## src/hw/rtl/slipdec_pkg.sv

```systemverilog
// Shared types and constants for the SLIP frame decoder.
`default_nettype none
package slipdec_pkg;

    localparam int FRAME_LEN_MAX = 4096;
    localparam int RAW_LEN_MAX   = 8192;

    localparam int DCNT_W     = $clog2(FRAME_LEN_MAX + 1);
    localparam int RCNT_W     = $clog2(RAW_LEN_MAX + 1);
    localparam int CFG_DATA_W = (DCNT_W > RCNT_W) ? DCNT_W : RCNT_W;
    localparam int CFG_IDX_W  = 1;

    localparam logic [7:0] SLIP_END     = 8'hC0;
    localparam logic [7:0] SLIP_ESC     = 8'hDB;
    localparam logic [7:0] SLIP_ESC_END = 8'hDC;
    localparam logic [7:0] SLIP_ESC_ESC = 8'hDD;

    localparam logic [CFG_IDX_W-1:0] REG_MAX_FRAME_LEN = 1'd0;
    localparam logic [CFG_IDX_W-1:0] REG_RAW_LIMIT     = 1'd1;

    typedef enum logic [1:0] {
        PH_HUNT = 2'd0,
        PH_BYTE = 2'd1,
        PH_ESC  = 2'd2
    } phase_t;

    typedef enum logic [2:0] {
        ST_DATA      = 3'd0,
        ST_DONE      = 3'd1,
        ST_TOO_LONG  = 3'd2,
        ST_RAW_LIMIT = 3'd3,
        ST_BAD_ESC   = 3'd4
    } status_t;

    typedef struct packed {
        phase_t              phase;
        logic [DCNT_W-1:0]   data_count;
        logic [RCNT_W-1:0]   raw_count;
    } slip_state_t;

    typedef struct packed {
        logic                emit;
        logic [7:0]          data_byte;
        status_t             status;
        logic [DCNT_W-1:0]   frame_len;
    } slip_result_t;

endpackage
`default_nettype wire

```

## src/hw/rtl/slip_frame_decoder.sv

```systemverilog
// SLIP frame decoder top level: input register, state, and result register.
// An accepted byte is held in the input register; its result is loaded into the
// result register once that register is free or draining.
// Throughput: one byte per cycle unless out_ready stalls; step logic is combinational.
// A byte that yields no result produces no output transaction.
// Reset clears the hunt state and both counters and restores the limits
// to 4096 decoded bytes and 8192 raw bytes.
`default_nettype none
module slip_frame_decoder
    import slipdec_pkg::*;
(
    input  wire logic                  clk,
    input  wire logic                  rst_n,
    input  wire logic                  cfg_we,
    input  wire logic [CFG_IDX_W-1:0]  cfg_index,
    input  wire logic [CFG_DATA_W-1:0] cfg_data,
    input  wire logic                  in_valid,
    output logic                       in_ready,
    input  wire logic [7:0]            line_byte,
    output logic                       out_valid,
    input  wire logic                  out_ready,
    output logic [7:0]                 data_byte,
    output logic [2:0]                 status,
    output logic [DCNT_W-1:0]          frame_len
);

    logic [DCNT_W-1:0] max_frame_len_reg;
    logic [RCNT_W-1:0] raw_limit_reg;
    logic              in_valid_reg;
    logic [7:0]        in_byte_reg;
    slip_state_t       state_reg;
    slip_state_t       state_next;
    slip_result_t      res;
    logic              out_valid_reg;
    logic [7:0]        data_byte_reg;
    logic [2:0]        status_reg;
    logic [DCNT_W-1:0] frame_len_reg;
    logic              advance;

    // The held byte moves on whenever the result register is free or draining.
    assign advance  = in_valid_reg && (!out_valid_reg || out_ready);
    assign in_ready = !in_valid_reg || advance;

    always_ff @(posedge clk or negedge rst_n)
    begin
        if (!rst_n)
        begin
            max_frame_len_reg <= DCNT_W'(FRAME_LEN_MAX);
            raw_limit_reg     <= RCNT_W'(RAW_LEN_MAX);
        end
        else if (cfg_we)
        begin
            unique case (cfg_index)
                REG_MAX_FRAME_LEN: max_frame_len_reg <= cfg_data[DCNT_W-1:0];
                REG_RAW_LIMIT:     raw_limit_reg     <= cfg_data[RCNT_W-1:0];
                default:           ;
            endcase
        end
    end

    always_ff @(posedge clk or negedge rst_n)
    begin
        if (!rst_n)
        begin
            in_valid_reg <= 1'b0;
        end
        else if (in_ready)
        begin
            in_valid_reg <= in_valid;
        end
    end

    always_ff @(posedge clk)
    begin
        if (in_ready && in_valid)
        begin
            in_byte_reg <= line_byte;
        end
    end

    slipdec_step u_step (
        .cur           (state_reg),
        .line_byte     (in_byte_reg),
        .max_frame_len (max_frame_len_reg),
        .raw_limit     (raw_limit_reg),
        .nxt           (state_next),
        .res           (res)
    );

    always_ff @(posedge clk or negedge rst_n)
    begin
        if (!rst_n)
        begin
            state_reg.phase      <= PH_HUNT;
            state_reg.data_count <= '0;
            state_reg.raw_count  <= '0;
            out_valid_reg        <= 1'b0;
        end
        else if (advance)
        begin
            state_reg     <= state_next;
            out_valid_reg <= res.emit;
        end
        else if (out_ready)
        begin
            out_valid_reg <= 1'b0;
        end
    end

    always_ff @(posedge clk)
    begin
        if (advance && res.emit)
        begin
            data_byte_reg <= res.data_byte;
            status_reg    <= res.status;
            frame_len_reg <= res.frame_len;
        end
    end

    assign out_valid = out_valid_reg;
    assign data_byte = data_byte_reg;
    assign status    = status_reg;
    assign frame_len = frame_len_reg;

endmodule
`default_nettype wire

```

## src/hw/rtl/slipdec_step.sv

```systemverilog
// Combinational next-state and result logic for one received line byte.
`default_nettype none
module slipdec_step
    import slipdec_pkg::*;
(
    input  wire slip_state_t        cur,
    input  wire logic [7:0]         line_byte,
    input  wire logic [DCNT_W-1:0]  max_frame_len,
    input  wire logic [RCNT_W-1:0]  raw_limit,
    output slip_state_t             nxt,
    output slip_result_t            res
);

    logic [DCNT_W-1:0] frame_cap;
    logic [RCNT_W-1:0] raw_cap;
    logic [RCNT_W-1:0] raw_inc;
    logic              have_data;
    logic              done;

    always_comb
    begin
        frame_cap = (max_frame_len > DCNT_W'(FRAME_LEN_MAX)) ? DCNT_W'(FRAME_LEN_MAX)
                                                              : max_frame_len;
        if (raw_limit > RCNT_W'(RAW_LEN_MAX))
            raw_cap = RCNT_W'(RAW_LEN_MAX);
        else if (raw_limit == '0)
            raw_cap = RCNT_W'(1);
        else
            raw_cap = raw_limit;
    end

    always_comb
    begin
        nxt           = cur;
        res.emit      = 1'b0;
        res.data_byte = 8'd0;
        res.status    = ST_DATA;
        res.frame_len = '0;
        have_data     = 1'b0;
        done          = 1'b0;

        // The raw count saturates so that it never wraps on a long hunt.
        raw_inc = (cur.raw_count < RCNT_W'(RAW_LEN_MAX)) ? cur.raw_count + RCNT_W'(1)
                                                          : cur.raw_count;
        nxt.raw_count = raw_inc;

        unique case (cur.phase)
            PH_BYTE:
            begin
                if (line_byte == SLIP_ESC)
                begin
                    nxt.phase = PH_ESC;
                end
                else if (line_byte == SLIP_END)
                begin
                    res.emit      = 1'b1;
                    done          = 1'b1;
                    res.status    = ST_DONE;
                    res.frame_len = cur.data_count;
                end
                else
                begin
                    have_data     = 1'b1;
                    res.data_byte = line_byte;
                end
            end
            PH_ESC:
            begin
                if (line_byte == SLIP_ESC_END)
                begin
                    have_data     = 1'b1;
                    res.data_byte = SLIP_END;
                    nxt.phase     = PH_BYTE;
                end
                else if (line_byte == SLIP_ESC_ESC)
                begin
                    have_data     = 1'b1;
                    res.data_byte = SLIP_ESC;
                    nxt.phase     = PH_BYTE;
                end
                else
                begin
                    res.emit   = 1'b1;
                    done       = 1'b1;
                    res.status = ST_BAD_ESC;
                end
            end
            PH_HUNT:
            begin
                nxt.phase = (line_byte == SLIP_END) ? PH_BYTE : PH_HUNT;
            end
            default:
            begin
                nxt.phase = PH_HUNT;
            end
        endcase

        if (have_data)
        begin
            res.emit = 1'b1;
            if (cur.data_count >= frame_cap)
            begin
                done          = 1'b1;
                res.status    = ST_TOO_LONG;
                res.data_byte = 8'd0;
            end
            else
            begin
                nxt.data_count = cur.data_count + DCNT_W'(1);
            end
        end

        // Any other terminating result on this byte takes precedence.
        if (!done && (raw_inc >= raw_cap))
        begin
            res.emit      = 1'b1;
            done          = 1'b1;
            res.status    = ST_RAW_LIMIT;
            res.data_byte = 8'd0;
        end

        if (done)
        begin
            nxt.phase      = PH_HUNT;
            nxt.data_count = '0;
            nxt.raw_count  = '0;
        end
    end

endmodule
`default_nettype wire
```

## config.mk

```make
export PLATFORM = sky130hd
export DESIGN_NAME = slip_frame_decoder
export DESIGN_NICKNAME = d
export VERILOG_FILES = /design/src/hw/rtl/slipdec_pkg.sv /design/src/hw/rtl/slip_frame_decoder.sv /design/src/hw/rtl/slipdec_step.sv
export SDC_FILE = /design/constraint.sdc
export NUM_CORES = 1
export LEC_CHECK = 0
export BUFFER_PORTS_ARGS = -buffer_cell sky130_fd_sc_hd__clkbuf_2
export CAP_MARGIN = 20
export CELL_PAD_IN_SITES_DETAIL_PLACEMENT = 0
export CELL_PAD_IN_SITES_GLOBAL_PLACEMENT = 1
export CORE_AREA = 2 2 116 118
export DETAILED_ROUTE_END_ITERATION = 12
export DIE_AREA = 0 0 118 120
export PLACE_DENSITY = 0.77
export SETUP_SLACK_MARGIN = 0.02
export SLEW_MARGIN = 15
export SYNTH_ARGS = -nofsm -noshare
export SYNTH_HDL_FRONTEND = slang
export SYNTH_SLANG_ARGS = --single-unit
```

## constraint.sdc

```tcl
create_clock -name clk -period 3.9 [get_ports clk]
set_input_delay 0.195 -clock clk [delete_from_list [all_inputs] [get_ports clk]]
set_output_delay 0.195 -clock clk [all_outputs]
set_load 0.1 [all_outputs]
```

==> metrics.md, run 1 <==
| Metric | Value |
|---|---|
| Run status | completed |
| Clock input transition at the sequential cells of the worst setup and hold paths | about 0.06 ns |
| Layout cells sized above 1 | 0.244 |
| Worst hold-check slack | around 0.02 ns |
| Post-layout total power | 0.00322 W |
| Largest net degree at the start of global routing | between 40 and 50 |
| Skew-Pair Late Insertion Delay | between 0.3 and 0.4 ns |
| Global-route congestion overflow total | 0 |
| Type of the worst setup path | reg2reg |
| Count of input and output buffers | 53 |
| Library cell contributing the largest single delay on the critical path | sky130_fd_sc_hd__inv_1 |
| Dominant cells by area after synthesis | sky130_fd_sc_hd__dfrtp_1 28%, sky130_fd_sc_hd__edfxtp_1 19%, sky130_fd_sc_hd__ha_1 8.2%, sky130_fd_sc_hd__mux2_2 6.0%, sky130_fd_sc_hd__nand2_1 5.0% |
| Post-synthesis sequential area ratio | 0.479 |
| Number of instances on the worst hold path | 1 |
| Endpoint of the worst register-to-register path | state_reg[19]$_DFFE_PN0P_ |
| Post-CTS setup buffer count | 0 |
| Maximum net fanout on the critical path | 26 |
| Effective utilization at floorplan | 0.389 |
| CTS tree | built |
| Warnings from Yosys | 0 |
| Total negative slack | 0 ns |
| Total wire length after detailed routing | 10.6 mm |
| Setup repair after global routing missed its margin | true |
| Post-synthesis sequential element count | 90 |
| Final period utilization | 0.913 |
| CTS root buf | sky130_fd_sc_hd__clkbuf_16 |
| Total count of max-transition violations in the final report | 0 |
| Number of standard-cell rows in the floorplan | 42 |
| Die height | between 100 and 150 µm |
| Top cells by instance count after synthesis | 67 x sky130_fd_sc_hd__nand2_1, 56 x sky130_fd_sc_hd__dfrtp_1, 33 x sky130_fd_sc_hd__ha_1 |
| First-pass GRT wire length | about 18 mm |
| Count leader, synth | sky130_fd_sc_hd__nand2_1 |
| Ratio of total power to cell area | between 500 and 600 nW/µm² |
| Syn Area/Cell | approximately 11 µm² |
| Final Hold Violating Endpoints | 0 |
| Area post-placement | ~5400 µm² |
| Vias in the first global route | ~3700 |
| Post-Syn Nets | around 530 |
| Initial antenna violation count | 0 |
| Slack of the critical path | 0.340 ns |
| Max reg flops | 29 |
| Count of mapped cells out of synthesis | 465 |
| Count of endpoints failing setup in the final report | 0 |
| Max_slew headroom | 0.434 |
| Top-Level Pins | 54 |
| Post-Place Worst Slack | roughly 0.28 ns |
| Endpoint of the worst hold-timing path | in_byte_reg[4]$_DFFE_PP_ |
| Worst path required time | slightly above 4 ns |
| Number of vias in the routed layout | approximately 3600 |
| Final RePlAce weighted congestion | approximately 0.83 |
| Synth-to-layout area growth | 13.5% |
| Post-synthesis async set-or-reset flop share | 0.644 |
| Kind of end point of the critical path | flip-flop |
| Startpoint of the lowest-slack register-to-register path | state_reg[0]$_DFFE_PN0P_ |
| NumNets Final | ~570 |
| List of cells traversed by the critical path | ha_1, and3b_1, and2_1, nand3_1, nor2_1, xor2_1, ha_1, nand2_1, o21a_1, o21ai_0, a21oi_2, o21a_1, inv_1, o31ai_1, a21o_1 |
| Clk sink count | 90 |
| Worst reg2reg setup slack | approximately 0.34 ns |
| Area of combinational cells with multiple inputs | roughly 2400 µm² |
| Gr usage total | 0.160 |
| Drt first-iter violations | ~210 |
| Startpoint type of the worst setup path | flip-flop |
| Reported leakage power | about 2.4 nW |
| Count of flip-flops with a built-in enable after synthesis | 32 |
| Remaining antenna violation count | 0 |
| Average wire length per cell after detail routing | ~15 µm |
| Area leader, netlist | sky130_fd_sc_hd__dfrtp_1 |
| Number of diodes added for antenna fixing | 0 |
| Routed via count divided by cell count | between 5 and 6 |
| Core Box Area | 13000 µm² |
| Data arrival time of the critical path | roughly 3.8 ns |
| Synth unique cells | 58 |
| Type of the most critical hold path | in2reg |
| Min cycle time layout | between 3 and 4 ns |
| Clock buffer count from CTS | 9 |
| Worst-case clock buffer depth | 2 |
| Length of the first detailed-routing pass in iterations | 4 |
| Htree depth | 3 |
| Share of the synthesized area in the top cell type | 0.278 |
| Maximum clock rate | 281 MHz |
| Worst supply voltage drop on vdd | approximately 0.00030 V |
| Post-Syn Area | about 5000 µm² |
| HPWL after detailed placement | slightly below 8 mm |
| Fill count | 1254 |
| Number of max-cap violations | 0 |
| Area enclosed by the die boundary | 14200 µm² |
| Final standard cell area without fillers | approximately 5700 µm² |
| # DRC | 0 |
| FF/Latch Area | roughly 2400 µm² |
| Hold wc startpoint | line_byte[4] |
| Maximum clock skew at final layout | ~0.013 ns |
| Worst R2R Path Depth | 15 |
| Top_reg_cell synth | sky130_fd_sc_hd__dfrtp_1 |
| Tightest Pin Transition | between 0.8 and 0.9 ns |
| Longest individual stage delay on the worst path | between 0.6 and 0.7 ns |
| Die X-Extent | ~120 µm |
kinds of logic after synthesis:
family	Yosys count	share of synthesized area
simple gates	173	0.180
compound gates	93	0.144
flops	90	0.479
buf+inv	39	0.0380
fa+ha+maj	33	0.0819
mux	27	0.0603
xor+xnor	10	0.0174
cell type report:
class	count	area share
Multi-Input combinational cell	336	0.427
Sequential cell	90	0.422
Timing Repair Buffer	58	0.0533
Clock buffer	11	0.0424
Tap cell	176	0.0385
Inverter	16	0.0105
Clock inverter	5	0.00656
what timing repair did:
action / 4_1_cts / 5_1_grt
endpoints found under the hold margin: 12 / 0
hold buffers: 1 / 0
setup endpoints to repair: 0 / 51
resized for setup: 0 / 2
layer usage:
metal	vias to the layer above	part of all wire	GRT usage
li1	1806	-	-
met1	1742	0.48	0.213
met2	68	0.47	0.261
met3	11	0.040	0.0380
met4	0	0.012	0.0497
met5	-	0	0
through the flow:
step	instances	util
finish	692	0.441
global route	692	0.441
CTS	692	0.441
detailed placement	675	0.418
global placement	675	0.418
floorplan	465	-
power breakdown:
| part | switching, W | total [W] | internal, W | leakage (nW) |
|---|---|---|---|---|
| logic | 0.000769 | 0.00113 | 0.000361 | 1.30 |
| clock network | 0.000365 | 0.000818 | 0.000453 | 0.140 |
| registers | 0.000134 | 0.00127 | 0.00114 | 0.989 |
worst max-delay path by stage:
stage	startpoint	end	slack, ns
after CTS	state_reg[2]$_DFFE_PN0P_	state_reg[22]$_DFFE_PN0P_	0.26
final	state_reg[0]$_DFFE_PN0P_	state_reg[19]$_DFFE_PN0P_	0.34
after floorplan	state_reg[13]$_DFFE_PN0P_	state_reg[19]$_DFFE_PN0P_	0.45
after global placement	state_reg[2]$_DFFE_PN0P_	state_reg[22]$_DFFE_PN0P_	0.40
after global routing	state_reg[0]$_DFFE_PN0P_	state_reg[19]$_DFFE_PN0P_	-0.02
after detailed placement	state_reg[2]$_DFFE_PN0P_	state_reg[22]$_DFFE_PN0P_	0.28
placed cells by master (no fill, tap or decap), drive strengths merged, types with 3 or more instances in the layout:
cell type,instances
nand2,68
clkbuf,64
dfrtp,56
ha,33
edfxtp,32
mux2,27
nand3,21
o21ai,21
inv,18
and2,17
a21oi,16
nand4,13
nor2,13
and3,10
a2bb2oi,10
o41ai,10
o31ai,6
xnor2,5
xor2,5
nor4,5
o21a,5
nor3,5
nand2b,4
a211oi,4
a21o,4
a31oi,4
or2,4
buf,4
nor2b,4
clkinv,3
o211ai,3
worst max-delay path: cells and delay by family, from the launching register on:
kind / cells / cell delay (ns)
xor gates and xnor gates: 1 / 0.10
buffers and inverters: 1 / 0.62
DFF: 1 / 0.40
AOI/OAI and AO/OA: 6 / 0.95
adders and majority gates: 2 / 0.48
and+or+nand+nor: 5 / 0.88
(Power assumes the default switching activity.)
==> inputs of run 2 (changes only) <==
--- a/config.mk
+++ b/config.mk
@@ -9,12 +9,13 @@
 export CAP_MARGIN = 20
 export CELL_PAD_IN_SITES_DETAIL_PLACEMENT = 0
 export CELL_PAD_IN_SITES_GLOBAL_PLACEMENT = 1
-export CORE_AREA = 2 2 116 118
+export CORE_AREA = 2 2 117 119
 export DETAILED_ROUTE_END_ITERATION = 12
-export DIE_AREA = 0 0 118 120
-export PLACE_DENSITY = 0.77
+export DIE_AREA = 0 0 119 121
+export PLACE_DENSITY = 0.79
 export SETUP_SLACK_MARGIN = 0.02
 export SLEW_MARGIN = 15
 export SYNTH_ARGS = -nofsm -noshare
 export SYNTH_HDL_FRONTEND = slang
+export SYNTH_HIERARCHICAL = 1
 export SYNTH_SLANG_ARGS = --single-unit
==> constraint.sdc (replaced) <==
create_clock -name clk -period 2.9 [get_ports clk]
set_input_delay 0.145 -clock clk [delete_from_list [all_inputs] [get_ports clk]]
set_output_delay 0.145 -clock clk [all_outputs]
set_load 0.1 [all_outputs]
==> run 2 against run 1 <==
Net effect: the flow now finishes with violations (setup timing); register-to-register slack got worse by 0.73 ns; fmax rose by 8.3%; synthesized cell count fell by 6.2%; area after synthesis rose by 3.0%; clock power rose by 41%; first-iteration DRC count fell by 45%; via count rose by 3.3%; critical path type unchanged.
==> metrics.md, run 2 <==
| Metric | Value |
|---|---|
| Gr usage total | 0.168 |
| Number of standard-cell rows in the floorplan | 42 |
| Kind of end point of the critical path | flip-flop |
| Max_slew headroom | 0.429 |
| Worst hold-check slack | around 0.030 ns |
| Slack of the critical path | -0.386 ns |
| Number of max-cap violations | 0 |
| Worst path required time | ~3.2 ns |
| Worst supply voltage drop on vdd | 0.000294 V |
| Remaining antenna violation count | 0 |
| HPWL after detailed placement | 8.24 mm |
| Setup repair after global routing missed its margin | true |
| Maximum clock rate | roughly 300 MHz |
| FF/Latch Area | between 2000 and 2500 µm² |
| Most common cell after layout, fill and taps aside | sky130_fd_sc_hd__dfrtp_1 |
| Startpoint type of the worst setup path | flip-flop |
| Die height | 121 µm |
| Core Box Area | roughly 13000 µm² |
| Placed insts | between 600 and 700 |
| Post-Syn Nets | just under 500 |
| Type of the worst setup path | reg2reg |
| Final Hold Violating Endpoints | 0 |
| Count of endpoints failing setup in the final report | 64 |
| Area enclosed by the die boundary | roughly 14000 µm² |
| Synth-to-layout area growth | 25.8% |
| Area of combinational cells with multiple inputs | 2800 µm² |
| CTS tree | built |
| Number of vias in the routed layout | ~3700 |
| NumNets Final | 610 |
| Top_reg_cell synth | sky130_fd_sc_hd__dfrtp_1 |
| Count of mapped cells out of synthesis | around 440 |
| Average wire length per cell after detail routing | 15.2 µm |
| # DRC | 0 |
| Top-Level Pins | 54 |
| Routed via count divided by cell count | 5.13 |
| Htree depth | 3 |
| Final period utilization | 1.13 |
| Number of diodes added for antenna fixing | 0 |
| Layout cells sized above 1 | 0.417 |
| Final std cells w/o fill | 730 |
| Total count of max-transition violations in the final report | 0 |
| Post-Syn Area | 5190 µm² |
| Vias in the first global route | 3915 |
| Dominant cells by area after synthesis | sky130_fd_sc_hd__dfrtp_1 27%, sky130_fd_sc_hd__edfxtp_1 19%, sky130_fd_sc_hd__mux2_2 10%, sky130_fd_sc_hd__ha_1 8.0%, sky130_fd_sc_hd__nand2_1 3.5% |
| Commonest non-fill, non-tap cells in the layout | 55 x sky130_fd_sc_hd__dfrtp_1, 53 x sky130_fd_sc_hd__clkbuf_2, 47 x sky130_fd_sc_hd__nand2_1 |
| CTS root buf | sky130_fd_sc_hd__clkbuf_16 |
| Skew-Pair Late Insertion Delay | about 0.35 ns |
| Violated checks | setup timing |
| Run status | complete, but fails checks |
| Max reg flops | 29 |
| Die X-Extent | 119 µm |
| Final design utilization | 0.499 |
| Clk sink count | 90 |
| Count leader, synth | sky130_fd_sc_hd__dfrtp_1 |
| Post-layout total power | slightly below 0.004 W |
| Count of flip-flops with a built-in enable after synthesis | 32 |
| Warnings from Yosys | 6 |
| Clock input transition at the sequential cells of the worst setup and hold paths | approximately 0.07 ns |
| Post-synthesis sequential area ratio | 0.465 |
| Min cycle time layout | around 3.3 ns |
| First-pass GRT wire length | ~19 mm |
| Syn Area/Cell | 11.9 µm² |
| Synth unique cells | 61 |
| Top cells by instance count after synthesis | 56 x sky130_fd_sc_hd__dfrtp_1, 49 x sky130_fd_sc_hd__nand2_1, 47 x sky130_fd_sc_hd__mux2_2 |
| Worst-case clock buffer depth | 2 |
| Fill count | ~1200 |
| Post-synthesis sequential element count | 90 |
| Ratio of total power to cell area | approximately 600 nW/µm² |
| Length of the first detailed-routing pass in iterations | 4 |
| Reported leakage power | slightly below 3 nW |
| Type of the most critical hold path | in2reg |
| Final RePlAce weighted congestion | 0.861 |
| Total wire length after detailed routing | between 10 and 15 mm |
| Share of the synthesized area in the top cell type | 0.270 |
| Initial antenna violation count | 0 |
| Global-route congestion overflow total | 0 |
| Effective utilization at floorplan | 0.397 |
| Count of input and output buffers | 53 |
| Tightest Pin Transition | approximately 0.85 ns |
| Clock buffer count from CTS | 9 |
| Worst reg2reg setup slack | -0.39 ns |
| Maximum clock skew at final layout | slightly below 0.01 ns |
| Largest net degree at the start of global routing | 32 |
| Data arrival time of the critical path | ~3.6 ns |
| Maximum net fanout on the critical path | 12 |
| Drt first-iter violations | between 100 and 150 |
| Area leader, netlist | sky130_fd_sc_hd__dfrtp_1 |
| Post-synthesis async set-or-reset flop share | 0.644 |
## run 2: cell types whose count changed after synthesis, moves of 5 or more
cell,change
sky130_fd_sc_hd__nand2_1,-18
sky130_fd_sc_hd__a2bb2oi_1,-10
sky130_fd_sc_hd__nor2b_1,+13
sky130_fd_sc_hd__xor2_1,+6
sky130_fd_sc_hd__mux2_2,+20
sky130_fd_sc_hd__o21ai_0,-11
sky130_fd_sc_hd__mux2_4,+10
sky130_fd_sc_hd__inv_1,-7
sky130_fd_sc_hd__nor2_4,+5
sky130_fd_sc_hd__nand3_1,-10
sky130_fd_sc_hd__clkbuf_1,-10
sky130_fd_sc_hd__o41ai_2,-9
## run 2: per-layer routing
| layer | routed length (µm) | GRT usage | up-vias | share of wire |
|---|---|---|---|---|
| met2 | 5310 | 0.278 | 76 | 0.48 |
| met5 | 0 | 0 | - | 0 |
| met4 | 238 | 0.0714 | 0 | 0.021 |
| li1 | - | - | 1817 | - |
| met3 | 419 | 0.0381 | 18 | 0.038 |
| met1 | 5150 | 0.211 | 1836 | 0.46 |
## run 2: final timing paths
path                                                   from                          endpoint  cells after the start
max                                state_reg[1]$_DFFE_PN0P_         state_reg[24]$_DFFE_PN0P_                     15
min                                            cfg_data[13]     raw_limit_reg[13]$_DFFE_PN1P_                      2
max reg2reg                        state_reg[1]$_DFFE_PN0P_         state_reg[24]$_DFFE_PN0P_                     15
min reg2reg                max_frame_len_reg[1]$_DFFE_PN0P_  max_frame_len_reg[1]$_DFFE_PN0P_                      1
max in group asynchronous                             rst_n      raw_limit_reg[5]$_DFFE_PN0P_                      3
min in group asynchronous                             rst_n     raw_limit_reg[10]$_DFFE_PN0P_                      2
## run 2: repair_timing
action	CTS	global route
endpoints found under the hold margin	37	0
gates cloned	0	1
setup endpoints to repair	64	64
pin swaps	2	5
setup buffers	4	3
gates resized for setup	16	21
hold buffers	10	0
## run 2: report_power, final
part	switching [W]	internal, W	leakage, nW
Combinational	0.000675	0.000524	1.74
Clock	0.000489	0.000662	0.132
Sequential	0.0000826	0.00146	1.01
## run 2: logic make-up (layout without fill, tap and decap cells)
family	count (synthesis)	in the layout	synth area share
buf+inv	21	138	0.0260
fa+ha+maj	33	33	0.0795
compound gates	58	58	0.0918
flops	90	90	0.465
simple gates	160	161	0.178
mux	58	58	0.133
xor+xnor	16	16	0.0270
## run 2: cell type report
type | instances | share of cell area
Inverter | 9 | 0.00517
Timing Repair Buffer | 113 | 0.118
Clock buffer | 9 | 0.0345
Sequential cell | 90 | 0.370
Clock inverter | 7 | 0.0103
Multi-Input combinational cell | 326 | 0.429
Tap cell | 176 | 0.0337
## run 2: worst max-delay path, stage by stage (launching register included)
cell	delay, ns
sky130_fd_sc_hd__dfrtp_1	0.40
sky130_fd_sc_hd__ha_2	0.19
sky130_fd_sc_hd__nor2b_4	0.14
sky130_fd_sc_hd__nand2_2	0.09
sky130_fd_sc_hd__nor3_4	0.12
sky130_fd_sc_hd__buf_4	0.13
sky130_fd_sc_hd__xor2_1	0.22
sky130_fd_sc_hd__ha_1	0.27
sky130_fd_sc_hd__nand4_1	0.15
sky130_fd_sc_hd__nor2_2	0.07
sky130_fd_sc_hd__a211o_1	0.29
sky130_fd_sc_hd__a311o_1	0.31
sky130_fd_sc_hd__or3_4	0.41
sky130_fd_sc_hd__buf_12	0.19
sky130_fd_sc_hd__a21oi_4	0.11
sky130_fd_sc_hd__mux2_4	0.15
## run 2: through the flow
step,cell area (µm²),TNS [ns],setup WS [ns]
after detailed placement,5970,-21.58,-0.409
final,6530,-21.13,-0.386
after floorplan,5230,-6.90,-0.250
after CTS,6430,-20.66,-0.412
after global routing,6530,-33.93,-0.592
after global placement,5970,-19.14,-0.344
==> inputs of run 3 (changes only) <==
--- a/config.mk
+++ b/config.mk
@@ -9,10 +9,10 @@
 export CAP_MARGIN = 20
 export CELL_PAD_IN_SITES_DETAIL_PLACEMENT = 0
 export CELL_PAD_IN_SITES_GLOBAL_PLACEMENT = 1
-export CORE_AREA = 2 2 117 119
+export CORE_AREA = 2 2 135 97
 export DETAILED_ROUTE_END_ITERATION = 12
-export DIE_AREA = 0 0 119 121
-export PLACE_DENSITY = 0.79
+export DIE_AREA = 0 0 137 99
+export PLACE_DENSITY = 0.83
 export SETUP_SLACK_MARGIN = 0.02
 export SLEW_MARGIN = 15
 export SYNTH_ARGS = -nofsm -noshare
==> run 3 against run 2 <==
Net effect: the flow still finishes with violations (setup timing); highest routed layer unchanged; design area is 0.90% higher; critical path depth is 1 lower; cell count is 1.1% lower; sequential share of layout area is 0.33 points lower.
==> metrics.md, run 3 (synthesis gave the netlist of run 2 again) <==
| Metric | Value |
|---|---|
| Data arrival time of the critical path | 3.25 ns |
| Total wire length after detailed routing | 12.0 mm |
| Endpoint of the worst register-to-register path | status[0]$_DFFE_PP_ |
| Worst reg2reg setup slack | -0.31 ns |
| Count of endpoints failing setup in the final report | 64 |
| Min cycle time layout | about 3.2 ns |
| Final design utilization | 0.538 |
| Skew-Pair Late Insertion Delay | between 0.3 and 0.4 ns |
| Tightest Pin Transition | between 1 and 1.5 ns |
| Maximum net fanout on the critical path | 6 |
| Number of max-cap violations | 0 |
| Area enclosed by the die boundary | 13600 µm² |
| Top-Level Pins | between 50 and 60 |
| Type of the most critical hold path | in2reg |
| Maximum clock rate | 311 MHz |
| Startpoint of the lowest-slack register-to-register path | state_reg[0]$_DFFE_PN0P_ |
| Average wire length per cell after detail routing | 16.6 µm |
| Ratio of total power to cell area | between 500 and 600 nW/µm² |
| Gr usage total | 0.183 |
| Number of vias in the routed layout | around 3800 |
| Startpoint type of the worst setup path | flip-flop |
| Final Hold Violating Endpoints | 0 |
| Number of standard-cell rows in the floorplan | 34 |
| Net switching power of the design | roughly 0.0013 W |
| Clk sink count | 90 |
| Post-layout total power | between 0.003 and 0.004 W |
| Worst path required time | roughly 2.9 ns |
| Endpoint of the worst hold-timing path | raw_limit_reg[13]$_DFFE_PN1P_ |
| Internal power component | approximately 0.0026 W |
| Worst-case clock buffer depth | 2 |
| Switching portion of total power | 0.330 |
| Length of the first detailed-routing pass in iterations | 5 |
| Core Box Area | about 12000 µm² |
| Worst R2R Path Depth | 14 |
| First element of the critical path | state_reg[0]$_DFFE_PN0P_ |
| Vias in the first global route | about 3800 |
| Gate power share | 0.319 |
| Final RePlAce weighted congestion | roughly 0.84 |
| Final period utilization | 1.11 |
| Die height | between 90 and 100 µm |
| Longest individual stage delay on the worst path | between 0.4 and 0.5 ns |
| Commonest non-fill, non-tap cells in the layout | 55 x sky130_fd_sc_hd__dfrtp_1, 53 x sky130_fd_sc_hd__clkbuf_2, 49 x sky130_fd_sc_hd__buf_4 |
| Clock buffer count from CTS | 9 |
| Count of input and output buffers | 53 |
| Final standard cell area without fillers | around 6600 µm² |
| Synth-to-layout area growth | 27.0% |
| Hold wc startpoint | cfg_data[13] |
| Initial antenna violation count | 0 |
| Worst hold-check slack | about 0.032 ns |
| Routed via count divided by cell count | about 5.2 |
| Layout cells sized above 1 | 0.427 |
| Share of total power in the clock network | 0.288 |
| Type of the worst setup path | reg2reg |
| NumNets Final | 616 |
| CTS tree | built |
| Violated checks | setup timing |
| Total count of max-transition violations in the final report | 0 |
| Remaining antenna violation count | 0 |
| Number of instances on the worst hold path | 2 |
| Die X-Extent | about 140 µm |
| Largest net degree at the start of global routing | 30 |
| Library cell contributing the largest single delay on the critical path | sky130_fd_sc_hd__or3_4 |
| First-pass GRT wire length | around 19 mm |
| Clock input transition at the sequential cells of the worst setup and hold paths | roughly 0.07 ns |
| # DRC | 0 |
| Max reg flops | 29 |
| Effective utilization at floorplan | 0.424 |
| Most common cell after layout, fill and taps aside | sky130_fd_sc_hd__dfrtp_1 |
| Global-route congestion overflow total | 0 |
| Area post-placement | around 6000 µm² |
| HPWL after detailed placement | 8.52 mm |
| List of cells traversed by the critical path | ha_2, nor2b_4, nand2_2, nor3_2, and3_1, xor2_1, ha_1, nand4_1, nor2_1, a211o_1, a311o_1, or3_4, nand2_8, nor2_4 |
| Maximum clock skew at final layout | around 0.0068 ns |
| Number of diodes added for antenna fixing | 0 |
| Drt first-iter violations | between 200 and 250 |
| Kind of end point of the critical path | flip-flop |
| CTS root buf | sky130_fd_sc_hd__clkbuf_16 |
| Htree depth | 3 |
| Worst supply voltage drop on vdd | 0.000321 V |
| Max_slew headroom | 0.282 |
| Part of the power in registers | 0.393 |
| Run status | complete, but fails checks |
| Slack of the critical path | -0.315 ns |
| Reported leakage power | 2.89 nW |
| Setup repair after global routing missed its margin | true |
## run 3: cell count changes in the layout (fill, tap and decap cells not counted), sizes merged
cell / previous run / this run
clkbuf: 62 / 66
buf: 50 / 53
inv: 10 / 11
clkinvlp: 4 / 0
bufinv: 1 / 0
nor2: 17 / 19
clkinv: 1 / 2
## run 3: worst max-delay path by stage
stage / to / slack [ns] / cells past startpoint
6_report: status[0]$_DFFE_PP_ / -0.31 / 14
3_3_place_gp: state_reg[22]$_DFFE_PN0P_ / -0.29 / 14
4_1_cts: state_reg[21]$_DFFE_PN0P_ / -0.36 / 14
5_1_grt: state_reg[28]$_DFFE_PN0P_ / -0.50 / 15
3_5_place_dp: frame_len[11]$_DFFE_PP_ / -0.36 / 14
2_1_floorplan: state_reg[28]$_DFFE_PN0P_ / -0.25 / 15
## run 3: repair_timing
item,CTS,global route
gates cloned,2,2
gates resized for setup,15,21
hold buffers,10,0
pin swaps,5,9
endpoints found under the setup margin,64,64
endpoints found under the hold margin,36,0
setup buffers,4,3
## run 3: power by group through the flow
| stage | combinational, W | clock (W) | sequential, W |
|---|---|---|---|
| after floorplan | 0.000588 | 0 | 0.00176 |
| final | 0.00125 | 0.00113 | 0.00154 |
| after CTS | 0.00121 | 0.00116 | 0.00154 |
| after global placement | 0.00111 | 0 | 0.00156 |
| after global routing | 0.00135 | 0.00122 | 0.00156 |
| after detailed placement | 0.00116 | 0 | 0.00157 |
## run 3: routing by layer
layer	track usage	wire, µm	vias to the layer above
li1	-	-	1836
met1	0.263	6050	1855
met4	0.0523	99	0
met2	0.282	5420	83
met5	0	0	-
met3	0.0334	441	6
## run 3: cell type report
cell class	instances	area, µm²
well taps	162	203
clock inverters	4	32.5
inverters	9	33.8
clock buffers	12	256
flip-flops and latches	90	2420
repair buffers	117	821
fillers	1098	5660
multi-input cells	328	2830
## run 3: worst max-delay path, delay by kind of cell (launching register included)
kind / cells / cell delay, ns
AO/OA/AOI/OAI: 2 / 0.59
XOR/XNOR: 1 / 0.18
adder cells (fa/ha/maj): 2 / 0.44
flip-flops: 1 / 0.38
AND/OR/NAND/NOR: 9 / 1.32
## run 3: metrics by stage
stage | setup TNS (ns) | worst slack (ns) | cells
final | -17.01 | -0.315 | 722
after global routing | -29.89 | -0.505 | 722
after CTS | -17.60 | -0.360 | 718
after detailed placement | -19.74 | -0.363 | 686
after global placement | -15.63 | -0.287 | 686
after floorplan | -6.90 | -0.250 | 436
